[config.mk]
export PLATFORM = sky130hd
export DESIGN_NAME = wide_antialiased_line_raster
export DESIGN_NICKNAME = d
export VERILOG_FILES = /design/src/design/walr_pkg.sv /design/src/design/wide_antialiased_line_raster.sv /design/src/design/walr_datapath.sv /design/src/design/walr_ctrl.sv
export SDC_FILE = /design/constraint.sdc
export NUM_CORES = 1
export LEC_CHECK = 0
export BUFFER_PORTS_ARGS = -buffer_cell sky130_fd_sc_hd__buf_2
export CORE_AREA = 2 2 196 246
export CTS_CLUSTER_SIZE = 16
export DETAILED_ROUTE_END_ITERATION = 7
export DIE_AREA = 0 0 198 248
export PLACE_DENSITY = 0.77
export RECOVER_POWER = 50
export SYNTH_ARGS = -nofsm -noshare
export SYNTH_HDL_FRONTEND = slang
export SYNTH_SLANG_ARGS = --single-unit
[constraint.sdc]
create_clock -name clk_i -period 11.1 [get_ports clk_i]
set_clock_uncertainty 0.05 [all_clocks]
set_input_delay 1.11 -clock clk_i [delete_from_list [all_inputs] [get_ports clk_i]]
set_output_delay 1.11 -clock clk_i [all_outputs]
set_load 0.01 [all_outputs]
[src/design/walr_pkg.sv]
package walr_pkg;
  localparam int COORD_BITS = 12;
  localparam int FRAC_BITS = 16;
  localparam int MAX_WIDTH = 62;
  localparam int CW = COORD_BITS + 1;
  localparam int YW = COORD_BITS + FRAC_BITS + 2;
  localparam int SW = FRAC_BITS + 2;
  localparam int QW = COORD_BITS + FRAC_BITS;
  localparam int DIVW = QW + 1;
  localparam int DCW = $clog2(DIVW + 1);
  localparam int OW = 14;

  typedef struct packed {
    logic start;
    logic [COORD_BITS-1:0] x0, y0, x1, y1;
    logic col_start;
    logic col_half;
    logic [1:0] col_sel;
    logic pix_first;
    logic pix_adv;
    logic pix_llast;
  } walr_cmd_t;

  typedef struct packed {
    logic div_done;
    logic last_pix;
    logic done_flag;
  } walr_sts_t;

  localparam logic [1:0] SEL_FIRST = 2'd0;
  localparam logic [1:0] SEL_SECOND = 2'd1;
  localparam logic [1:0] SEL_INTERIOR = 2'd2;
endpackage

[src/design/wide_antialiased_line_raster.sv]
// Channel | Direction | tdata (low bit up)                       | tuser
// s_axis  | in        | start_x, start_y, end_x, end_y           | kind
// m_axis  | out       | pixel_x, pixel_y, coverage, pixel_valid  | -
//                     | tlast = line_last, column_last in tdata[37]
// A start word is accepted, then the serial divider computes the gradient
// (29 shift steps and one rounding step), then the load state, then line_width+2 pixel
// words one per cycle while m_axis is ready. A next word is accepted, then the load state
// and line_width+2 pixel words; with no line active, it is accepted and gives one word.
// s_axis_tready is high only between items. Reset clears the control state; some datapath line registers are not reset.
// A stall on m_axis holds the current pixel word.
module wide_antialiased_line_raster (
  input  logic        clk_i,
  input  logic        rst_ni,
  input  logic        s_axis_tvalid,
  output logic        s_axis_tready,
  input  logic [47:0] s_axis_tdata,  // start_x, start_y, end_x, end_y
  input  logic        s_axis_tuser,  // kind
  output logic        m_axis_tvalid,
  input  logic        m_axis_tready,
  output logic [39:0] m_axis_tdata,  // pixel_x, pixel_y, coverage, pixel_valid, column_last, 0
  output logic        m_axis_tlast,  // line_last
  input  logic        cfg_we_i,
  input  logic [5:0]  cfg_wdata_i
);
  import walr_pkg::*;

  walr_cmd_t cmd;
  walr_sts_t sts;
  logic [5:0] width_q;
  logic nul;
  logic [13:0] px, py;
  logic [7:0] cov;
  logic cl, ll;

  always_ff @(posedge clk_i or negedge rst_ni) begin
    if (!rst_ni) begin
      width_q <= '0;
    end else if (cfg_we_i) begin
      width_q <= (cfg_wdata_i > 6'(MAX_WIDTH)) ? 6'(MAX_WIDTH) : cfg_wdata_i;
    end
  end

  walr_ctrl u_ctrl (
    .clk_i, .rst_ni,
    .in_valid_i(s_axis_tvalid), .in_ready_o(s_axis_tready),
    .in_data_i({s_axis_tdata, s_axis_tuser}),
    .out_ready_i(m_axis_tready), .out_valid_o(m_axis_tvalid), .out_null_o(nul),
    .sts_i(sts), .cmd_o(cmd)
  );

  walr_datapath u_dp (
    .clk_i, .rst_ni, .cmd_i(cmd), .width_i(width_q), .sts_o(sts),
    .pixel_x_o(px), .pixel_y_o(py), .coverage_o(cov),
    .column_last_o(cl), .line_last_o(ll)
  );

  assign m_axis_tdata = nul ? 40'd0 : {2'b00, cl, 1'b1, cov, py, px};
  assign m_axis_tlast = nul ? 1'b0 : ll;
endmodule

[src/design/walr_datapath.sv]
module walr_datapath (
  input  logic                clk_i,
  input  logic                rst_ni,
  input  walr_pkg::walr_cmd_t cmd_i,
  input  logic [5:0]          width_i,
  output walr_pkg::walr_sts_t sts_o,
  output logic [13:0]         pixel_x_o,
  output logic [13:0]         pixel_y_o,
  output logic [7:0]          coverage_o,
  output logic                column_last_o,
  output logic                line_last_o
);
  import walr_pkg::*;

  logic steep_q, steep_d;
  logic [CW-1:0] colx_q, colx_d, finx_q, finx_d, x0_q, x0_d;
  logic signed [YW-1:0] yint_q, yint_d, endy_q, endy_d, y0f_q, y0f_d;
  logic signed [SW-1:0] slope_q, slope_d;
  logic neg_q, neg_d;
  logic [COORD_BITS-1:0] dx_q, dx_d;
  logic [DIVW-1:0] num_q, num_d;
  logic [COORD_BITS:0] rem_q, rem_d;
  logic [DCW-1:0] cnt_q, cnt_d;
  logic busy_q, busy_d;
  logic [CW-1:0] pcol_q, pcol_d;
  logic signed [OW-1:0] perp_q, perp_d;
  logic [7:0] lo_q, lo_d, hi_q, hi_d;
  logic [5:0] pidx_q, pidx_d;
  logic llast_q, llast_d;

  logic [COORD_BITS-1:0] ax0, ay0, ax1, ay1, sx0, sy0, sx1, sy1, adx, ady;
  logic stp;
  logic [COORD_BITS:0] trial;
  logic signed [YW-1:0] ysel;
  logic signed [YW-FRAC_BITS-1:0] base;
  logic [FRAC_BITS-1:0] f;
  logic [FRAC_BITS:0] onef;
  logic [FRAC_BITS+9:0] plo, phi;
  logic [5:0] w, off1;
  logic [SW-1:0] qmag;
  logic div_done, done_flag, last_pix;

  always_comb begin
    ax0 = cmd_i.x0; ay0 = cmd_i.y0; ax1 = cmd_i.x1; ay1 = cmd_i.y1;
    adx = (ax1 > ax0) ? ax1 - ax0 : ax0 - ax1;
    ady = (ay1 > ay0) ? ay1 - ay0 : ay0 - ay1;
    stp = ady > adx;
    sx0 = stp ? ay0 : ax0; sy0 = stp ? ax0 : ay0;
    sx1 = stp ? ay1 : ax1; sy1 = stp ? ax1 : ay1;
    if (sx0 > sx1) begin
      sx0 = sx1; sx1 = stp ? ay0 : ax0;
      sy0 = sy1; sy1 = stp ? ax0 : ay0;
    end
  end

  assign w = (width_i > 6'(MAX_WIDTH)) ? 6'(MAX_WIDTH) : width_i;
  assign off1 = {1'b0, w[5:1]};
  assign trial = {rem_q[COORD_BITS-1:0], num_q[DIVW-1]};
  assign qmag = num_q[SW-1:0];
  assign sts_o = '{div_done: div_done, last_pix: last_pix, done_flag: done_flag};

  always_comb begin
    unique case (cmd_i.col_sel)
      SEL_FIRST:  ysel = y0f_q;
      SEL_SECOND: ysel = endy_q;
      default:    ysel = yint_q;
    endcase
    base = ysel[YW-1:FRAC_BITS];
    f = ysel[FRAC_BITS-1:0];
    onef = (FRAC_BITS+1)'(1) << FRAC_BITS;
    plo = (FRAC_BITS+10)'(onef - {1'b0, f}) * 8'd255;
    phi = (FRAC_BITS+10)'(f) * 8'd255;
    if (cmd_i.col_half) begin
      plo = plo + (FRAC_BITS+10)'(onef);
      phi = phi + (FRAC_BITS+10)'(onef);
    end else begin
      plo = plo + (FRAC_BITS+10)'(onef >> 1);
      phi = phi + (FRAC_BITS+10)'(onef >> 1);
    end
  end

  always_comb begin
    steep_d = steep_q; colx_d = colx_q; finx_d = finx_q; x0_d = x0_q;
    yint_d = yint_q; endy_d = endy_q; y0f_d = y0f_q; slope_d = slope_q;
    neg_d = neg_q; dx_d = dx_q; num_d = num_q; rem_d = rem_q;
    cnt_d = cnt_q; busy_d = busy_q; pcol_d = pcol_q; perp_d = perp_q;
    lo_d = lo_q; hi_d = hi_q; pidx_d = pidx_q; llast_d = llast_q;
    div_done = 1'b0;
    if (cmd_i.start) begin
      steep_d = stp;
      dx_d = sx1 - sx0;
      neg_d = sy1 < sy0;
      num_d = DIVW'((sy1 < sy0 ? sy0 - sy1 : sy1 - sy0)) << FRAC_BITS;
      rem_d = '0;
      cnt_d = DCW'(DIVW);
      busy_d = 1'b1;
      x0_d = CW'(sx0);
      finx_d = CW'(sx1);
      colx_d = CW'(sx0) + 1'b1;
      y0f_d = YW'(sy0) << FRAC_BITS;
      endy_d = YW'(sy1) << FRAC_BITS;
    end else if (busy_q) begin
      if (cnt_q == '0) begin
        busy_d = 1'b0;
        div_done = 1'b1;
        if (dx_q == '0) slope_d = SW'(1) << FRAC_BITS;
        else if (rem_q >= {1'b0, dx_q} - {1'b0, dx_q >> 1})
          slope_d = neg_q ? -SW'(qmag + 1'b1) : SW'(qmag + 1'b1);
        else slope_d = neg_q ? -SW'(qmag) : SW'(qmag);
      end else begin
        cnt_d = cnt_q - 1'b1;
        if (trial >= {1'b0, dx_q}) begin
          rem_d = trial - {1'b0, dx_q};
          num_d = {num_q[DIVW-2:0], 1'b1};
        end else begin
          rem_d = trial;
          num_d = {num_q[DIVW-2:0], 1'b0};
        end
      end
    end
    if (div_done) yint_d = y0f_q + YW'(slope_d);
    if (cmd_i.col_start) begin
      unique case (cmd_i.col_sel)
        SEL_FIRST:  pcol_d = x0_q;
        SEL_SECOND: pcol_d = finx_q;
        default: begin
          pcol_d = colx_q;
          colx_d = colx_q + 1'b1;
          yint_d = yint_q + YW'(slope_q);
        end
      endcase
      perp_d = OW'(base) - OW'(off1);
      lo_d = cmd_i.col_half ? plo[FRAC_BITS+8:FRAC_BITS+1] : plo[FRAC_BITS+7:FRAC_BITS];
      hi_d = cmd_i.col_half ? phi[FRAC_BITS+8:FRAC_BITS+1] : phi[FRAC_BITS+7:FRAC_BITS];
      pidx_d = '0;
      llast_d = cmd_i.pix_llast;
    end else if (cmd_i.pix_adv) begin
      // The pixels of a column are contiguous rows, the last one included.
      pidx_d = pidx_q + 1'b1;
      perp_d = perp_q + 1'b1;
    end
  end

  always_comb begin
    logic [CW-1:0] cnext;
    cnext = (cmd_i.col_sel == SEL_SECOND) ? colx_q : colx_q + 1'b1;
    done_flag = cnext >= finx_q;
    last_pix = pidx_q == (w + 6'd1);
  end

  always_comb begin
    logic [7:0] cv;
    logic [13:0] pc;
    if (pidx_q == '0) cv = lo_q;
    else if (pidx_q == w + 6'd1) cv = hi_q;
    else cv = 8'd255;
    pc = OW'(pcol_q);
    pixel_x_o = steep_q ? perp_q : pc;
    pixel_y_o = steep_q ? pc : perp_q;
    coverage_o = cv;
    column_last_o = pidx_q == w + 6'd1;
    line_last_o = (pidx_q == w + 6'd1) && llast_q;
  end

  always_ff @(posedge clk_i or negedge rst_ni) begin
    if (!rst_ni) begin
      steep_q <= 1'b0; colx_q <= '0; finx_q <= '0; yint_q <= '0;
      slope_q <= '0; endy_q <= '0; busy_q <= 1'b0; cnt_q <= '0;
      pidx_q <= '0;
    end else begin
      steep_q <= steep_d; colx_q <= colx_d; finx_q <= finx_d; yint_q <= yint_d;
      slope_q <= slope_d; endy_q <= endy_d; busy_q <= busy_d; cnt_q <= cnt_d;
      pidx_q <= pidx_d;
    end
  end

  always_ff @(posedge clk_i) begin
    x0_q <= x0_d; y0f_q <= y0f_d; neg_q <= neg_d; dx_q <= dx_d;
    num_q <= num_d; rem_q <= rem_d; pcol_q <= pcol_d; perp_q <= perp_d;
    lo_q <= lo_d; hi_q <= hi_d; llast_q <= llast_d;
  end
endmodule

[src/design/walr_ctrl.sv]
module walr_ctrl (
  input  logic                clk_i,
  input  logic                rst_ni,
  input  logic                in_valid_i,
  output logic                in_ready_o,
  input  logic [48:0]         in_data_i,
  input  logic                out_ready_i,
  output logic                out_valid_o,
  output logic                out_null_o,
  input  walr_pkg::walr_sts_t sts_i,
  output walr_pkg::walr_cmd_t cmd_o
);
  import walr_pkg::*;

  typedef enum logic [4:0] {
    S_IDLE = 5'b00001, S_DIV = 5'b00010, S_LOAD = 5'b00100,
    S_EMIT = 5'b01000, S_NULL = 5'b10000
  } state_e;

  state_e state_q, state_d;
  logic active_q, active_d, pend_q, pend_d;
  logic [1:0] sel_q, sel_d;
  logic half_q, half_d, acc;

  assign in_ready_o = state_q == S_IDLE;
  assign acc = in_valid_i && in_ready_o;
  assign out_valid_o = state_q == S_EMIT || state_q == S_NULL;
  assign out_null_o = state_q == S_NULL;

  always_comb begin
    state_d = state_q; active_d = active_q; pend_d = pend_q;
    sel_d = sel_q; half_d = half_q;
    cmd_o = '0;
    cmd_o.x0 = in_data_i[12:1]; cmd_o.y0 = in_data_i[24:13];
    cmd_o.x1 = in_data_i[36:25]; cmd_o.y1 = in_data_i[48:37];
    cmd_o.col_sel = sel_q;
    cmd_o.col_half = half_q;
    unique case (state_q)
      S_IDLE: if (acc) begin
        if (!in_data_i[0]) begin
          cmd_o.start = 1'b1;
          state_d = S_DIV;
          active_d = 1'b1; pend_d = 1'b1;
          sel_d = SEL_FIRST; half_d = 1'b1;
        end else if (!active_q) begin
          state_d = S_NULL;
        end else begin
          state_d = S_LOAD;
          if (pend_q) begin
            sel_d = SEL_SECOND; half_d = 1'b1;
          end else begin
            sel_d = SEL_INTERIOR; half_d = 1'b0;
          end
        end
      end
      S_DIV: if (sts_i.div_done) state_d = S_LOAD;
      S_LOAD: begin
        cmd_o.col_start = 1'b1;
        if (sel_q == SEL_SECOND) begin
          pend_d = 1'b0;
          cmd_o.pix_llast = sts_i.done_flag;
          if (sts_i.done_flag) active_d = 1'b0;
        end else if (sel_q == SEL_INTERIOR) begin
          cmd_o.pix_llast = sts_i.done_flag;
          if (sts_i.done_flag) active_d = 1'b0;
        end
        state_d = S_EMIT;
      end
      S_EMIT: if (out_ready_i) begin
        cmd_o.pix_adv = 1'b1;
        if (sts_i.last_pix) state_d = S_IDLE;
      end
      S_NULL: if (out_ready_i) state_d = S_IDLE;
      default: state_d = S_IDLE;
    endcase
  end

  always_ff @(posedge clk_i or negedge rst_ni) begin
    if (!rst_ni) begin
      state_q <= S_IDLE; active_q <= 1'b0; pend_q <= 1'b0;
      sel_q <= SEL_FIRST; half_q <= 1'b0;
    end else begin
      state_q <= state_d; active_q <= active_d; pend_q <= pend_d;
      sel_q <= sel_d; half_q <= half_d;
    end
  end
endmodule
==> flow_metrics.env, run 1 <==
export IMPL_drv_slew=330
export IMPL_avgViaCountPerCell=6.04
export IMPL_gr_usage_met3=0.0304
export IMPL_syn_to_final_growth_pct=7.19
export IMPL_clock_path_buffers=3
export IMPL_postLayoutSetupSlackWorst_ns=0.685
export IMPL_cts_resized=0
export IMPL_io_pins=103
export IMPL_min_path_type="flop to flop"
export IMPL_ys_async_sr_fraction=0.481
export IMPL_syn_area_per_cell_um2=8.39
export IMPL_grt_max_degree=62
export IMPL_setup_violations_final=0
export IMPL_grt_pass1_wl_um=122000
export IMPL_grt_pass1_vias=24100
export IMPL_vias=24200
export IMPL_yosysTopAreaCell="ha_1"
export IMPL_drtAntennaViolNets=0
export IMPL_place_congestion=1.01
export IMPL_port_buffer_count=100
export IMPL_critPathSlowestCell="a31oi_4"
export IMPL_cp_top_family="compound AO/OA/AOI/OAI gates"
export IMPL_post_route_period_util=0.938
export IMPL_synth_seq_area_share=0.225
export IMPL_finalWirelength_um=76000
export IMPL_pre_cts_ws_ns=0.257
export IMPL_die_w_um=198
export IMPL_fmax_mhz=96.0
export IMPL_critPathLaunch="s_axis_tdata[36]"
export IMPL_fill_cells=3929
export IMPL_status="finished with violations"
export IMPL_use_met2=0.567
export IMPL_path_common_cell="a21o_1"
export IMPL_antenna_found_initial=1
export IMPL_cts_tree="built"
export IMPL_synth_top_flop_cell="dfrtp_1"
export IMPL_fin_area_um2=29800
export IMPL_setup_tns_ns=0
export IMPL_die_height_um=248
export IMPL_first_pass_iters=6
export IMPL_grt_util_met1=0.353
export IMPL_ctsHtreeMaxLevel=1
export IMPL_slew_headroom=-1.22
export IMPL_clk_pin_slew_ns=0.06
export IMPL_syn_area_um2=27800
export IMPL_clock_latency_ns=0.56
export IMPL_hold_viol_final=0
export IMPL_path_max_fanout=38
export IMPL_timing_rr_start="u_ctrl.sel_q[1]"
export IMPL_synth_edf_count=94
export IMPL_synth_seq_cells=237
export IMPL_grt_usage=0.311
export IMPL_ys_types=93
export IMPL_clock_tree_root_cell="clkbuf_16"
export IMPL_die_area_um2=49100
export IMPL_yosysTopAreaCellShare=0.137
export IMPL_crit_type="primary input to flop"
export IMPL_fin_crit_ns=10.42
export IMPL_wire_per_inst_um=19.0
export IMPL_start_kind="primary input"
export IMPL_core_area_um2=46900
export IMPL_yosys_warnings=0
export IMPL_violations="max-capacitance violations, max-slew violations"
export IMPL_rsz0062_at_grt="no"
export IMPL_fin_nets=3866
export IMPL_num_rows=89
export IMPL_synthCells=3313
export IMPL_worstPathRequired_ns=11.31
export IMPL_initial_core_util=0.593
export IMPL_synthTopCellsByArea="ha_1 (14%), fa_1 (11%), dfrtp_1 (10%)"
export IMPL_busiest_layer="met2"
export IMPL_final_layout_size_suffix_gt1_frac=0.0712
export IMPL_drc=0
export IMPL_cp_end_kind="flop"
export IMPL_place_area_um2=29000
export IMPL_cpPeakStageDelay_ns=0.53
export IMPL_cts_buffers=26
export IMPL_grt_remaining_overflow=0
export IMPL_worst_pin_slew_ns=3.32
export IMPL_path_buf_inv=5
export IMPL_cap_violations=6
export IMPL_dp_hpwl_um=61100
export IMPL_cp_arrival_ns=10.63
export IMPL_drt_initial_drc_count=1574
export IMPL_clock_sinks=237
export IMPL_worstHoldStart="u_dp.endy_q[18]"
[per-stage QoR]
| step | cells | hold WS [ns] | utilization |
|---|---|---|---|
| 2_1_floorplan | 3314 | 0.396 | - |
| 3_3_place_gp | 3957 | 0.411 | 0.618 |
| 3_5_place_dp | 3957 | 0.422 | 0.618 |
| 4_1_cts | 4005 | 0.437 | 0.636 |
| 5_1_grt | 4009 | 0.462 | 0.636 |
| 6_report | 4009 | 0.428 | 0.636 |
[synthesized netlist by cell type, types with 26 or more instances]
library cell,number
and3_1,30
a21oi_1,244
a31oi_1,26
nand2_1,369
dfrtp_1,113
a211oi_1,35
ha_1,304
nor2_1,263
xnor2_1,140
o21ai_0,196
nor3_1,58
edfxtp_1,94
xor2_1,78
and2_1,28
fa_1,151
a21o_1,93
dfxtp_1,29
mux2i_1,117
inv_1,330
nand3_1,71
nor2b_1,30
nand4_1,31
clkbuf_1,100
o211ai_1,32
[final timing paths]
kind | cells past startpoint | end | slack, ns
max | 41 | u_dp.num_q[26] | 0.68
min | 2 | u_dp.endy_q[18] | 0.43
max reg2reg | 16 | u_dp.lo_q[7] | 2.14
min reg2reg | 2 | u_dp.endy_q[18] | 0.43
max in group asynchronous | 2 | u_dp.cnt_q[4] | 5.16
min in group asynchronous | 1 | u_dp.pidx_q[3] | 1.59
[kinds of logic (layout without fill, tap and decap cells)]
logic type               Yosys count  after routing  share of synthesized area
adder cells (fa/ha/maj)          455            455                      0.245
multiplexers                     133            133                     0.0486
AO/OA/AOI/OAI                    816            816                      0.185
XOR/XNOR                         219            219                     0.0692
flip-flops                       237            237                      0.225
AND/OR/NAND/NOR                  978            978                      0.160
other                              1              3                   0.000135
buffers and inverters            474            531                     0.0660
[per-layer routing]
layer,wire (um),vias to the layer above,share of wire
li1,-,11600,-
met1,29400,11700,0.39
met2,38500,767,0.51
met3,3550,230,0.047
met4,4680,0,0.062
met5,0,-,0
[flip-flops by register name, indices dropped and copies added (netlist names), 8 cells and up]
register and count:
u_dp.yint_q 30, u_dp.num_q 29, u_dp.slope_q 18, u_dp.perp_q 14
u_dp.colx_q 13, u_dp.pcol_q 13, u_dp.rem_q 13, u_dp.dx_q 12
u_dp.endy_q 12, u_dp.finx_q 12, u_dp.x0_q 12, u_dp.y0f_q 12
u_dp.hi_q 8, u_dp.lo_q 8
[worst register-to-register path, delay by kind of cell (launching register included)]
kind / cells / cell delay (ns)
AOI/OAI and AO/OA: 2 / 0.54
buffers and inverters: 1 / 1.80
and+or+nand+nor: 6 / 1.77
adders and majority gates: 5 / 2.54
DFF: 1 / 0.74
xor gates and xnor gates: 2 / 1.27
[placed cells by master (no fill, tap or decap), drive strengths merged, types with 93 or more instances in the layout]
cell type  count
edfxtp        94
nor2         263
xnor2        140
o21ai        207
ha           304
fa           151
inv          334
a21oi        245
buf          141
mux2i        117
nand2        369
a21o          93
dfrtp        113
[repair_timing]
item                                    in CTS  in global routing
hold buffers                                 0                  0
buffers inserted                             0                  3
endpoints found under the setup margin       0                  1
[layout make-up]
type / count / area (um^2) / area share
Clock buffer: 33 / 707 / 0.0237
Sequential cell: 237 / 6260 / 0.210
Antenna cell: 1 / 2.50 / 0.0000840
Multi-Input combinational cell: 2603 / 19800 / 0.664
Tap cell: 637 / 797 / 0.0267
Inverter: 333 / 1250 / 0.0420
Timing Repair Buffer: 150 / 865 / 0.0290
Clock inverter: 15 / 144 / 0.00483
Power of run 1 is not shown: default switching activity piles up to over one toggle a cycle in this logic, so the estimate is an artifact.
==> run 2: changes to the inputs <==
--- a/config.mk
+++ b/config.mk
@@ -5,11 +5,12 @@
 export SDC_FILE = /design/constraint.sdc
 export NUM_CORES = 1
 export LEC_CHECK = 0
+export ABC_AREA = 1
 export BUFFER_PORTS_ARGS = -buffer_cell sky130_fd_sc_hd__buf_2
-export CORE_AREA = 2 2 196 246
+export CORE_AREA = 2 2 199 250
 export CTS_CLUSTER_SIZE = 16
 export DETAILED_ROUTE_END_ITERATION = 7
-export DIE_AREA = 0 0 198 248
+export DIE_AREA = 0 0 201 252
 export PLACE_DENSITY = 0.77
 export RECOVER_POWER = 50
 export SYNTH_ARGS = -nofsm -noshare
==> flow_metrics.env, run 2 <==
export IMPL_final_common_cell="nand2_1"
export IMPL_grt_pass1_wl_um=130000
export IMPL_crit_cells=46
export IMPL_critPathSlowestCell="nand2_4"
export IMPL_setup_violations_final=0
export IMPL_hold_viol_final=0
export IMPL_drc=0
export IMPL_syn_area_per_cell_um2=7.25
export IMPL_fmax_mhz=99.6
export IMPL_dp_hpwl_um=65200
export IMPL_fin_crit_ns=10.04
export IMPL_path_buf_inv=6
export IMPL_postCtsSetupRepairBufs=0
export IMPL_num_rows=90
export IMPL_finalWirelength_um=79600
export IMPL_initial_core_util=0.596
export IMPL_status="finished with violations"
export IMPL_cts_resized=0
export IMPL_synth_seq_area_share=0.218
export IMPL_post_route_period_util=0.904
export IMPL_core_area_um2=48100
export IMPL_path_common_cell="nand2_1"
export IMPL_clock_latency_ns=0.56
export IMPL_cp_end_kind="flop"
export IMPL_place_congestion=1.02
export IMPL_grt_usage=0.317
export IMPL_synth_most_common_cell="nand2_1"
export IMPL_min_path_type="flop to flop"
export IMPL_synthTopCellsByArea="ha_1 (13%), nand2_1 (12%), fa_1 (11%)"
export IMPL_clock_sinks=237
export IMPL_syn_area_um2=28700
export IMPL_grt_max_degree=91
export IMPL_cpPeakStageDelay_ns=0.66
export IMPL_slew_headroom=-1.02
export IMPL_worst_pin_slew_ns=3.03
export IMPL_synth_adder_area_share=0.238
export IMPL_die_area_um2=50700
export IMPL_cts_buffers=26
export IMPL_ctsHtreeMaxLevel=1
export IMPL_die_w_um=201
export IMPL_cp_arrival_ns=10.29
export IMPL_rsz0062_at_grt="no"
export IMPL_synthMuxAreaShare=0.00175
export IMPL_synth_xor_area_share=0.0532
export IMPL_clk_pin_slew_ns=0.06
export IMPL_clock_tree_root_cell="clkbuf_16"
export IMPL_final_layout_size_suffix_gt1_frac=0.0594
export IMPL_avgViaCountPerCell=5.56
export IMPL_synthTopCellsByCount="nand2_1 (886), inv_1 (630), ha_1 (304)"
export IMPL_grt_pass1_vias=25500
export IMPL_die_height_um=252
export IMPL_cts_hold_buf=0
export IMPL_synth_seq_cells=237
export IMPL_synth_top_flop_cell="dfrtp_1"
export IMPL_synth_simple_area_share=0.220
export IMPL_grt_remaining_overflow=0
export IMPL_port_buffer_count=100
export IMPL_worstPathRequired_ns=11.35
export IMPL_ys_types=70
export IMPL_vias=25900
export IMPL_synth_compound_gate_area_share=0.165
export IMPL_start_kind="primary input"
export IMPL_layout_common_cells="nand2_1 (886), inv_1 (630), ha_1 (304), a21oi_1 (277), o21ai_0 (268)"
export IMPL_drtAntennaViolNets=0
export IMPL_synth_top_family_by_area="adder cells"
export IMPL_diodes=0
export IMPL_cts_tree="built"
export IMPL_yosysTopAreaCell="ha_1"
export IMPL_crit_type="primary input to flop"
export IMPL_setup_tns_ns=0
export IMPL_violations="max-capacitance violations, max-slew violations"
export IMPL_cp_top_family="simple AND/OR/NAND/NOR gates"
export IMPL_top_regs="u_dp.yint_q x30, u_dp.num_q x29, u_dp.slope_q x18"
export IMPL_largest_reg_flops=30
export IMPL_first_pass_iters=6
export IMPL_rr_worst_depth=28
export IMPL_io_pins=103
export IMPL_yosys_warnings=0
export IMPL_wire_per_inst_um=17.1
export IMPL_synth_edf_count=94
export IMPL_antenna_found_initial=0
export IMPL_fin_nets=4503
export IMPL_whs_ns=0.423
export IMPL_drv_slew=318
export IMPL_cap_violations=7
export IMPL_ff2ff_setup_slack_ns=1.93
export IMPL_holdPathStages=1
export IMPL_ys_async_sr_fraction=0.481
export IMPL_drt_initial_drc_count=1491
export IMPL_clock_path_buffers=3
export IMPL_synthCells=3953
export IMPL_path_max_fanout=90
export IMPL_largest_register="u_dp.yint_q"
export IMPL_yosysTopAreaCellShare=0.133
export IMPL_syn_to_final_growth_pct=5.92
==> run 2: cell count changes after synthesis, moves of 30 or more <==
| cell | delta |
|---|---|
| a21o_1 | -77 |
| a21oi_1 | +33 |
| clkbuf_1 | -30 |
| inv_1 | +300 |
| mux2i_1 | -112 |
| nand2_1 | +517 |
| nand3_1 | +113 |
| nor2b_1 | -30 |
| o21ai_0 | +72 |
| o21ai_1 | +30 |
| xnor2_1 | -89 |
| xor2_1 | +45 |
==> run 2: path summary, 6_finish.rpt <==
check | start | to
max in group asynchronous | rst_ni | u_dp.colx_q[10]
min reg2reg | u_dp.pidx_q[5] | u_dp.pidx_q[5]
max | s_axis_tdata[36] | u_dp.num_q[27]
min | u_dp.pidx_q[5] | u_dp.pidx_q[5]
max reg2reg | u_ctrl.sel_q[1] | u_dp.lo_q[4]
min in group asynchronous | rst_ni | u_dp.yint_q[20]
==> run 2: routing by layer <==
layer  track usage  wire length, um  vias to the layer above
li1              -                -                    13000
met1         0.360            30700                    12000
met2         0.589            40600                      669
met3        0.0244             3170                      222
met4         0.176             5140                        0
met5             0                0                        -
==> run 2: kinds of logic (layout without fill, tap and decap cells) <==
| logic type | count (synthesis) | count (layout) |
|---|---|---|
| adder cells (fa/ha/maj) | 455 | 455 |
| AND/OR/NAND/NOR | 1504 | 1504 |
| flip-flops | 237 | 237 |
| AO/OA/AOI/OAI | 819 | 819 |
| multiplexers | 5 | 5 |
| buffers and inverters | 758 | 812 |
| XOR/XNOR | 174 | 174 |
| other | 1 | 2 |
==> run 2: cell type report <==
type	instances	area, um^2
clock inverters	17	129
fillers	4501	17700
clock buffers	31	679
well taps	644	806
flip-flops and latches	237	6260
multi-input cells	2959	19500
repair buffers	119	613
inverters	645	2420
==> run 2: stage by stage <==
step | cell area, um^2 | utilization | setup slack, ns | instances
5_1_grt | 30400 | 0.632 | 0.0737 | 4652
3_3_place_gp | 29600 | 0.616 | 0.762 | 4604
6_report | 30400 | 0.632 | 1.06 | 4652
4_1_cts | 30400 | 0.633 | 1.23 | 4652
2_1_floorplan | 28700 | - | 2.83 | 3954
3_5_place_dp | 29600 | 0.616 | 0.657 | 4604
Power of run 2 is left out for the same reason.
